[src/rtl/integer_set_table_macros.svh]
// Assertion macros for the integer set table.
// Used by the top level only; expects clk and arst_n in scope where expanded.
`ifndef INTEGER_SET_TABLE_MACROS_SVH
`define INTEGER_SET_TABLE_MACROS_SVH

// A condition that must hold at every clock edge outside reset.
`define ITBL_ASSERT_ALWAYS(label, cond, msg) \
	label: assert property (@(posedge clk) disable iff (!arst_n) (cond)) else $error(msg);

// A condition in one cycle that implies another in the same cycle.
`define ITBL_ASSERT_SAME(label, ante, cons, msg) \
	label: assert property (@(posedge clk) disable iff (!arst_n) (ante) |-> (cons)) \
		else $error(msg);

// A condition in one cycle that implies another in the next cycle.
`define ITBL_ASSERT_NEXT(label, ante, cons, msg) \
	label: assert property (@(posedge clk) disable iff (!arst_n) (ante) |=> (cons)) \
		else $error(msg);

`endif

[src/rtl/itbl_pkg.sv]
// Shared types and constants of the integer set table.
// No dependencies; used by integer_set_table.
package itbl_pkg;

	// Operation codes of a request.
	localparam logic [1:0] OP_ADD    = 2'd0;
	localparam logic [1:0] OP_REMOVE = 2'd1;
	localparam logic [1:0] OP_QUERY  = 2'd2;
	localparam logic [1:0] OP_READ   = 2'd3;

	// Status codes of a response.
	localparam logic [2:0] ST_OK       = 3'd0;
	localparam logic [2:0] ST_PRESENT  = 3'd1;
	localparam logic [2:0] ST_FULL     = 3'd2;
	localparam logic [2:0] ST_NOTFOUND = 3'd3;
	localparam logic [2:0] ST_RANGE    = 3'd4;

	// Register file.
	localparam int unsigned APB_ADDR_W   = 3;
	localparam int unsigned APB_DATA_W   = 32;
	localparam int unsigned CAP_W        = 7;
	localparam logic [CAP_W-1:0] CAPACITY_RESET = 7'd64;
	localparam logic REG_CAPACITY = 1'b0;   // word index, taken from paddr[2]

	typedef struct packed {
		logic [1:0]         opcode;
		logic signed [31:0] value;
		logic [5:0]         position;
	} req_t;

	typedef struct packed {
		logic [2:0]         status;
		logic               found;
		logic signed [31:0] item_value;
		logic [6:0]         member_count;
	} rsp_t;

endpackage

[src/rtl/integer_set_table.sv]
// Integer set table: top level, holding the member memory and its sequencer.
// Depends on itbl_pkg and integer_set_table_macros.svh.
//
// The set is kept as a compact array in a single-port-write, registered-read
// memory, and one 32-bit comparator walks it under a small sequencer, so a
// request is taken only while the block is idle. A search reads and compares
// one entry at a time; a successful remove then moves each later entry down
// by one, and a read by index reads the memory only when the index is in range.
// The response waits in an output register; the next request is taken once it
// has been loaded there. Capacity is written through the APB port at address 0.
`include "integer_set_table_macros.svh"

module integer_set_table #(
	parameter int unsigned DEPTH = 64
) (
	input  logic                                 clk,
	input  logic                                 arst_n,
	input  logic                                 psel,
	input  logic                                 penable,
	input  logic                                 pwrite,
	input  logic [itbl_pkg::APB_ADDR_W-1:0]      paddr,
	input  logic [itbl_pkg::APB_DATA_W-1:0]      pwdata,
	output logic [itbl_pkg::APB_DATA_W-1:0]      prdata,
	output logic                                 pready,
	input  logic                                 req_valid,
	output logic                                 req_ready,
	input  itbl_pkg::req_t                       req,
	output logic                                 rsp_valid,
	input  logic                                 rsp_ready,
	output itbl_pkg::rsp_t                       rsp
);

	localparam int unsigned AW = (DEPTH > 1) ? $clog2(DEPTH) : 1;
	localparam int unsigned CW = $clog2(DEPTH + 1);

	localparam logic [3:0] S_IDLE     = 4'd0;
	localparam logic [3:0] S_SRCH_RD  = 4'd1;
	localparam logic [3:0] S_SRCH_CMP = 4'd2;
	localparam logic [3:0] S_SHIFT_RD = 4'd3;
	localparam logic [3:0] S_SHIFT_LD = 4'd4;
	localparam logic [3:0] S_SHIFT_WR = 4'd5;
	localparam logic [3:0] S_RD_LD    = 4'd6;
	localparam logic [3:0] S_RD_OUT   = 4'd7;
	localparam logic [3:0] S_DONE     = 4'd8;

	logic [3:0]                     state_q;
	logic [CW-1:0]                  count_q;
	logic [CW-1:0]                  idx_q;
	logic [itbl_pkg::CAP_W-1:0]     capacity_q;
	logic [1:0]                     op_q;
	logic signed [31:0]             value_q;
	logic [2:0]                     status_q;
	logic                           found_q;
	logic signed [31:0]             item_q;
	logic                           rsp_valid_q;
	itbl_pkg::rsp_t                 rsp_q;

	logic signed [31:0]             mem [DEPTH];
	logic signed [31:0]             rd_data_q;

	logic                           req_fire;
	logic                           cfg_write;
	logic                           at_end;
	logic                           match;
	logic                           table_full;
	logic [31:0]                    limit;
	logic                           append;
	logic                           mem_we;
	logic [AW-1:0]                  wr_addr;
	logic signed [31:0]             wr_data;
	logic                           out_free;

	// Configuration port.
	assign pready    = 1'b1;
	assign cfg_write = psel && penable && pwrite;
	assign prdata    = (paddr[2] == itbl_pkg::REG_CAPACITY) ?
		itbl_pkg::APB_DATA_W'(capacity_q) : '0;

	always_ff @(posedge clk or negedge arst_n) begin
		if (!arst_n) begin
			capacity_q <= itbl_pkg::CAPACITY_RESET;
		end else if (cfg_write && paddr[2] == itbl_pkg::REG_CAPACITY) begin
			capacity_q <= pwdata[itbl_pkg::CAP_W-1:0];
		end
	end

	// Effective limit is the smaller of the capacity and the memory depth.
	assign limit = (32'(capacity_q) > 32'(DEPTH)) ? 32'(DEPTH) : 32'(capacity_q);
	assign table_full = 32'(count_q) >= limit;

	assign req_ready = (state_q == S_IDLE);
	assign req_fire  = req_valid && req_ready;
	assign at_end    = (idx_q == count_q);
	assign match     = (rd_data_q == value_q);
	assign out_free  = !rsp_valid_q || rsp_ready;

	assign append  = (state_q == S_SRCH_RD) && at_end && (op_q == itbl_pkg::OP_ADD)
		&& !table_full;
	assign mem_we  = append || (state_q == S_SHIFT_WR);
	assign wr_addr = (state_q == S_SHIFT_WR) ? AW'(idx_q - CW'(1)) : AW'(count_q);
	assign wr_data = (state_q == S_SHIFT_WR) ? rd_data_q : value_q;

	// Member memory: one write port, registered read at the walking index.
	always_ff @(posedge clk) begin
		if (mem_we) begin
			mem[wr_addr] <= wr_data;
		end
		rd_data_q <= mem[idx_q[AW-1:0]];
	end

	// A new response is loaded in the same cycle as the old one leaves.
	always_ff @(posedge clk or negedge arst_n) begin
		if (!arst_n) begin
			rsp_valid_q <= 1'b0;
		end else if (state_q == S_DONE && out_free) begin
			rsp_valid_q <= 1'b1;
		end else if (rsp_ready) begin
			rsp_valid_q <= 1'b0;
		end
	end

	always_ff @(posedge clk or negedge arst_n) begin
		if (!arst_n) begin
			state_q     <= S_IDLE;
			count_q     <= '0;
			idx_q       <= '0;
			op_q        <= itbl_pkg::OP_ADD;
			value_q     <= '0;
			status_q    <= itbl_pkg::ST_OK;
			found_q     <= 1'b0;
			item_q      <= '0;
			rsp_q       <= '0;
		end else begin
			case (state_q)
				S_IDLE: begin
					if (req_fire) begin
						op_q     <= req.opcode;
						value_q  <= req.value;
						status_q <= itbl_pkg::ST_OK;
						found_q  <= 1'b0;
						item_q   <= '0;
						if (req.opcode == itbl_pkg::OP_READ) begin
							if (32'(req.position) < 32'(count_q)) begin
								idx_q   <= CW'(req.position);
								state_q <= S_RD_LD;
							end else begin
								status_q <= itbl_pkg::ST_RANGE;
								state_q  <= S_DONE;
							end
						end else begin
							idx_q   <= '0;
							state_q <= S_SRCH_RD;
						end
					end
				end
				S_SRCH_RD: begin
					// Reaching the count means the value is not a member.
					if (at_end) begin
						case (op_q)
							itbl_pkg::OP_ADD: begin
								if (table_full) begin
									status_q <= itbl_pkg::ST_FULL;
								end else begin
									count_q <= count_q + CW'(1);
								end
							end
							itbl_pkg::OP_REMOVE: status_q <= itbl_pkg::ST_NOTFOUND;
							default: found_q <= 1'b0;
						endcase
						state_q <= S_DONE;
					end else begin
						state_q <= S_SRCH_CMP;
					end
				end
				S_SRCH_CMP: begin
					if (match) begin
						case (op_q)
							itbl_pkg::OP_ADD: begin
								status_q <= itbl_pkg::ST_PRESENT;
								state_q  <= S_DONE;
							end
							itbl_pkg::OP_REMOVE: state_q <= S_SHIFT_RD;
							default: begin
								found_q <= 1'b1;
								state_q <= S_DONE;
							end
						endcase
					end else begin
						idx_q   <= idx_q + CW'(1);
						state_q <= S_SRCH_RD;
					end
				end
				S_SHIFT_RD: begin
					// Move each later entry down by one, then drop the last.
					if ((idx_q + CW'(1)) >= count_q) begin
						count_q <= count_q - CW'(1);
						state_q <= S_DONE;
					end else begin
						idx_q   <= idx_q + CW'(1);
						state_q <= S_SHIFT_LD;
					end
				end
				S_SHIFT_LD: state_q <= S_SHIFT_WR;
				S_SHIFT_WR: state_q <= S_SHIFT_RD;
				S_RD_LD:    state_q <= S_RD_OUT;
				S_RD_OUT: begin
					item_q  <= rd_data_q;
					state_q <= S_DONE;
				end
				S_DONE: begin
					if (out_free) begin
						rsp_q.status       <= status_q;
						rsp_q.found        <= found_q;
						rsp_q.item_value   <= item_q;
						rsp_q.member_count <= 7'(count_q);
						state_q            <= S_IDLE;
					end
				end
				default: state_q <= S_IDLE;
			endcase
		end
	end

	assign rsp_valid = rsp_valid_q;
	assign rsp       = rsp_q;

	`ITBL_ASSERT_ALWAYS(a_count_bound, 32'(count_q) <= 32'(DEPTH), "member count above depth")
	`ITBL_ASSERT_NEXT(a_count_hold, req_fire, count_q == $past(count_q), "count moved on accept")
	`ITBL_ASSERT_SAME(a_rsp_from_done, $rose(rsp_valid_q), $past(state_q) == S_DONE,
		"response raised outside the completion state")
	`ITBL_ASSERT_SAME(a_write_in_range, mem_we, idx_q <= count_q && 32'(count_q) <= 32'(DEPTH),
		"memory written beyond the live entries")

endmodule
[config.mk]
export PLATFORM = sky130hd
export DESIGN_NAME = integer_set_table
export DESIGN_NICKNAME = d
export VERILOG_FILES = /design/src/rtl/itbl_pkg.sv /design/src/rtl/integer_set_table.sv
export VERILOG_INCLUDE_DIRS = /design/src /design/src/rtl
export SDC_FILE = /design/constraint.sdc
export NUM_CORES = 2
export LEC_CHECK = 0
export ABC_AREA = 1
export ABC_CLOCK_PERIOD_IN_PS = 5200
export CAP_MARGIN = 0
export CORE_MARGIN = 5
export CORE_UTILIZATION = 30
export CTS_CLUSTER_SIZE = 24
export DETAILED_ROUTE_END_ITERATION = 10
export DONT_BUFFER_PORTS = 1
export SLEW_MARGIN = 20
export SYNTH_ARGS = -nofsm -noshare
export SYNTH_HDL_FRONTEND = slang
export SYNTH_SLANG_ARGS = --single-unit
[constraint.sdc]
create_clock -name clk -period 5.2 [get_ports clk]
set_input_delay 0.26 -clock clk [delete_from_list [all_inputs] [get_ports clk]]
set_output_delay 0.26 -clock clk [all_outputs]
set_load 0.01 [all_outputs]
==> impl_metrics.ini <==
[clocking]
clock_path_buffers = 3
htreeDepth = 4
tritoncts_num_sinks = 2219
postCtsResizedCells = 0
cts.root.buffer_cell = sky130_fd_sc_hd__clkbuf_16
cts_post_setup_buffers_inserted = 0
clock_latency_ps = 880
tritoncts = yes
clkSlewWorstSetupHoldPaths_ps = 60
numCtsBuffers = 220
holdBufCountCts = 86

[worst_setup_path]
slowest_delay_ps = 560
worst_setup_path_class = flop to flop
worstPathArrival_ps = 4880
setup.worst_path.end_class = flop
critical_path_buf_inv_count = 2
crit_slowest_cell = sky130_fd_sc_hd__nor2_4
worst_ep_required_time_ps = 5690
critical_path.max_fanout = 22
nature_of_the_critical_path_startpoint = flop
ordered_cell_list_for_the_critical_path = inv_1 > nand4_1 > o21ai_0 > nand2_1 > ha_1 > a21oi_1 > nand2_1 > nand2_1 > nand3_1 > nor2_1 > nand2_1 > o21ai_4 > nand2_1 > nor2_4 > buf_4
crit_top_cell = sky130_fd_sc_hd__nand2_1
path_delay_family = simple AND/OR/NAND/NOR gates

[timing]
final_max_slew_viol_count = 0
timing.final.setup_violations = 0
final_min_period_over_clock_period_pct = 84.4
max_slew_margin_pct = 20.0
rsz0062_at_grt = no
fin_tns_setup_ps = 0
finalWorstSetupSlack_ps = 811
worst_pin_slew_ps = 1200
final.min_clock_period_ps = 4390
report.final.hold_viol_count = 0
final.setup_skew_ps = 48.5
maxClockFrequency_mhz = 228

[synthesis]
most_used_flip_flop_cell_after_synthesis = sky130_fd_sc_hd__edfxtp_1
yosys_warnings = 0
synth_area_per_cell_sq_um = 12.3
asyncSetResetFlopFracSynth_pct = 6.26
synth-edff-count = 2048
postSynthCellCount = 7243
synth.ff_latch_count = 2219
netlist-cell-type-count = 49
total_standard_cell_area_after_synthesis_sq_mm = 0.0892
synth.yosys.seq_area_share_pct = 73.6

[grt]
grt_pass1_vias = 55200
grt_start_max_net_pins = 170
antenna_found_initial = 7
grt_first_pass_wirelength_mm = 368
grt.overflow.total = 0
grt_util_all_layers_pct = 15.8

[pwr]
total_power_mw = 54.9
total_switching_power_mw = 19.6
p_int_mw = 35.3
power.sequential.fraction_pct = 43.0
ir_worst_vdd_uv = 491
pwr-share-comb_pct = 28.8
pwrdens_mw_per_mm2 = 538
power.clock.fraction_pct = 28.2
total_leakage_power_nw = 34.6
power.switching_fraction_pct = 35.7

[routing]
drt_pass1_iterations = 5
drt_iter0_drc = 6194
drtAntennaViolNets = 0
vias = 57700
drt-wirelength-per-cell_microns = 22.1
postRouteWirelength_mm = 252
vias_per_cell = 5.05
drc_errors = 0

[hold_path]
timing.hold.worst.class = input pin to async pin

[die]
core_area_sq_mm = 0.297
chipWidth_microns = 555
initial_utilization_pct = 30.1
io_pins = 160
row_count = 200
dieArea_sq_mm = 0.308
dieHeight_microns = 555

[place]
dp_hpwl_mm = 136
port_buffers = 0
dpl_worst_slack_ps = 909
post_placement_cell_area_sq_mm = 0.0942
gp_congestion = 0.838

[layout]
finish.instance_area_sq_mm = 0.102
syn_to_final_growth_pct = 14.6
nNetsFinal = 7382
drive_gt1_share_pct = 8.70
layout.core_utilization_pct = 34.5
fill_cell_count = 28600

[flow_run]
max_cap_viol_count = 0

[outcome]
result_of_the_run = finished clean
cell families after synthesis:
kind of cell,Yosys count,share of synthesized area (%)
buf+inv,662,3.35
other cells,2,0.00842
xor+xnor,34,0.334
flops,2219,73.6
simple gates,2627,11.6
compound gates,1595,9.81
fa+ha+maj,27,0.387
mux,77,0.899
synth_stat cells, types with 5 or more instances:
master / n / area, sq um
sky130_fd_sc_hd__nand3_1: 135 / 676
sky130_fd_sc_hd__inv_2: 25 / 93.8
sky130_fd_sc_hd__xnor2_1: 21 / 184
sky130_fd_sc_hd__ha_1: 26 / 325
sky130_fd_sc_hd__nor2_2: 8 / 50.1
sky130_fd_sc_hd__buf_1: 28 / 105
sky130_fd_sc_hd__buf_2: 158 / 791
sky130_fd_sc_hd__o221ai_1: 9 / 78.8
sky130_fd_sc_hd__edfxtp_1: 2048 / 61500
sky130_fd_sc_hd__mux2i_1: 52 / 521
sky130_fd_sc_hd__a21oi_1: 417 / 2090
sky130_fd_sc_hd__nor2_4: 5 / 56.3
sky130_fd_sc_hd__o22ai_1: 262 / 1640
sky130_fd_sc_hd__o21ai_1: 14 / 70.1
sky130_fd_sc_hd__xor2_1: 13 / 114
sky130_fd_sc_hd__nor3_1: 133 / 666
sky130_fd_sc_hd__mux2_2: 25 / 282
sky130_fd_sc_hd__buf_6: 7 / 78.8
sky130_fd_sc_hd__dfrtp_1: 138 / 3450
sky130_fd_sc_hd__a211o_1: 40 / 350
sky130_fd_sc_hd__nand4_1: 24 / 150
sky130_fd_sc_hd__inv_1: 169 / 634
sky130_fd_sc_hd__o211ai_1: 55 / 413
sky130_fd_sc_hd__buf_4: 65 / 488
sky130_fd_sc_hd__a21boi_0: 21 / 158
sky130_fd_sc_hd__nor2_1: 817 / 3070
sky130_fd_sc_hd__clkbuf_1: 205 / 769
sky130_fd_sc_hd__nand2_1: 1484 / 5570
sky130_fd_sc_hd__o21ai_0: 760 / 3800
sky130_fd_sc_hd__or2_2: 8 / 50.1
sky130_fd_sc_hd__dfxtp_1: 32 / 641
state kept, by name (all words and copies together), names as in the netlist:
signal,count
op_q,2
item_q,32
status_q,3
count_q,7
value_q,32
found_q,1
rd_data_q,32
idx_q,7
mem,2048
state_q,4
capacity_q,7
rsp_valid,1
rsp,43
layout make-up:
| class | instances | area [sq um] | area share, % |
|---|---|---|---|
| Clock inverter | 129 | 1240 | 1.21 |
| Clock buffer | 284 | 5820 | 5.69 |
| Sequential cell | 2219 | 65600 | 64.2 |
| Antenna cell | 6 | 15.0 | 0.0147 |
| Timing Repair Buffer | 247 | 2310 | 2.26 |
| Inverter | 199 | 782 | 0.765 |
| Tap cell | 3939 | 4930 | 4.82 |
| Multi-Input combinational cell | 4386 | 21500 | 21.0 |
layer usage:
metal  up-vias  wire [microns]  global-route usage (%)
met5         -               8                       0
met4         2            8670                    5.62
met3       343           21200                    2.46
met2      2523          116000                    25.3
met1     28900          106000                    21.7
li1      25900               -                       -
cell usage in the layout (no fill, tap or decap), types with 34 or more instances in the layout:
cell type / netlist / final
sky130_fd_sc_hd__edfxtp_1: 2048 / 2048
sky130_fd_sc_hd__nand2_1: 1484 / 1482
sky130_fd_sc_hd__nor2_1: 817 / 765
sky130_fd_sc_hd__o21ai_0: 760 / 728
sky130_fd_sc_hd__a21oi_1: 417 / 417
sky130_fd_sc_hd__o22ai_1: 262 / 262
sky130_fd_sc_hd__clkbuf_16: 0 / 222
sky130_fd_sc_hd__inv_1: 169 / 169
sky130_fd_sc_hd__buf_4: 65 / 144
sky130_fd_sc_hd__nand3_1: 135 / 134
sky130_fd_sc_hd__nor3_1: 133 / 133
sky130_fd_sc_hd__dfrtp_1: 138 / 132
sky130_fd_sc_hd__dlygate4sd3_1: 0 / 85
sky130_fd_sc_hd__clkbuf_1: 205 / 59
sky130_fd_sc_hd__nor2_4: 5 / 56
sky130_fd_sc_hd__o211ai_1: 55 / 55
sky130_fd_sc_hd__mux2i_1: 52 / 52
sky130_fd_sc_hd__clkinv_1: 3 / 50
sky130_fd_sc_hd__clkinv_2: 0 / 43
sky130_fd_sc_hd__a211o_1: 40 / 40
sky130_fd_sc_hd__o21ai_4: 2 / 34
power by group through the flow:
| stage | registers (mW) | logic [mW] | clock network [mW] |
|---|---|---|---|
| floorplan | 24.1 | 8.90 | 0 |
| global placement | 24.0 | 15.0 | 0 |
| detailed placement | 24.0 | 15.4 | 0 |
| CTS | 23.6 | 15.6 | 15.7 |
| global route | 23.7 | 17.0 | 16.5 |
| finish | 23.6 | 15.8 | 15.5 |
metrics by stage:
stage,hold slack [ps],std cells
4_1_cts,12.1,11400
6_report,46.2,11400
3_3_place_gp,-32.0,10900
3_5_place_dp,-31.2,10900
5_1_grt,54.6,11400
2_1_floorplan,-35.6,7267
worst reg2reg max path: cells and delay by family, from the launching register on:
| kind | cells | cell delay [ps] |
|---|---|---|
| buffers and inverters | 2 | 610 |
| AO/OA/AOI/OAI | 3 | 870 |
| flip-flops | 1 | 360 |
| AND/OR/NAND/NOR | 9 | 1840 |
| adder cells (fa/ha/maj) | 1 | 330 |
worst paths after layout:
kind,from,endpoint,slack [ps],cells past startpoint
max reg2reg,capacity_q[0],mem[19][15],810,15
min in group clk,req_valid,value_q[30],80,3
max,capacity_q[0],mem[19][15],810,15
min reg2reg,status_q[2],status_q[2],480,2
max in group asynchronous,arst_n,idx_q[3],4530,2
min,arst_n,value_q[3],50,2
No activity file was read; power rests on OpenSTA's default activity.
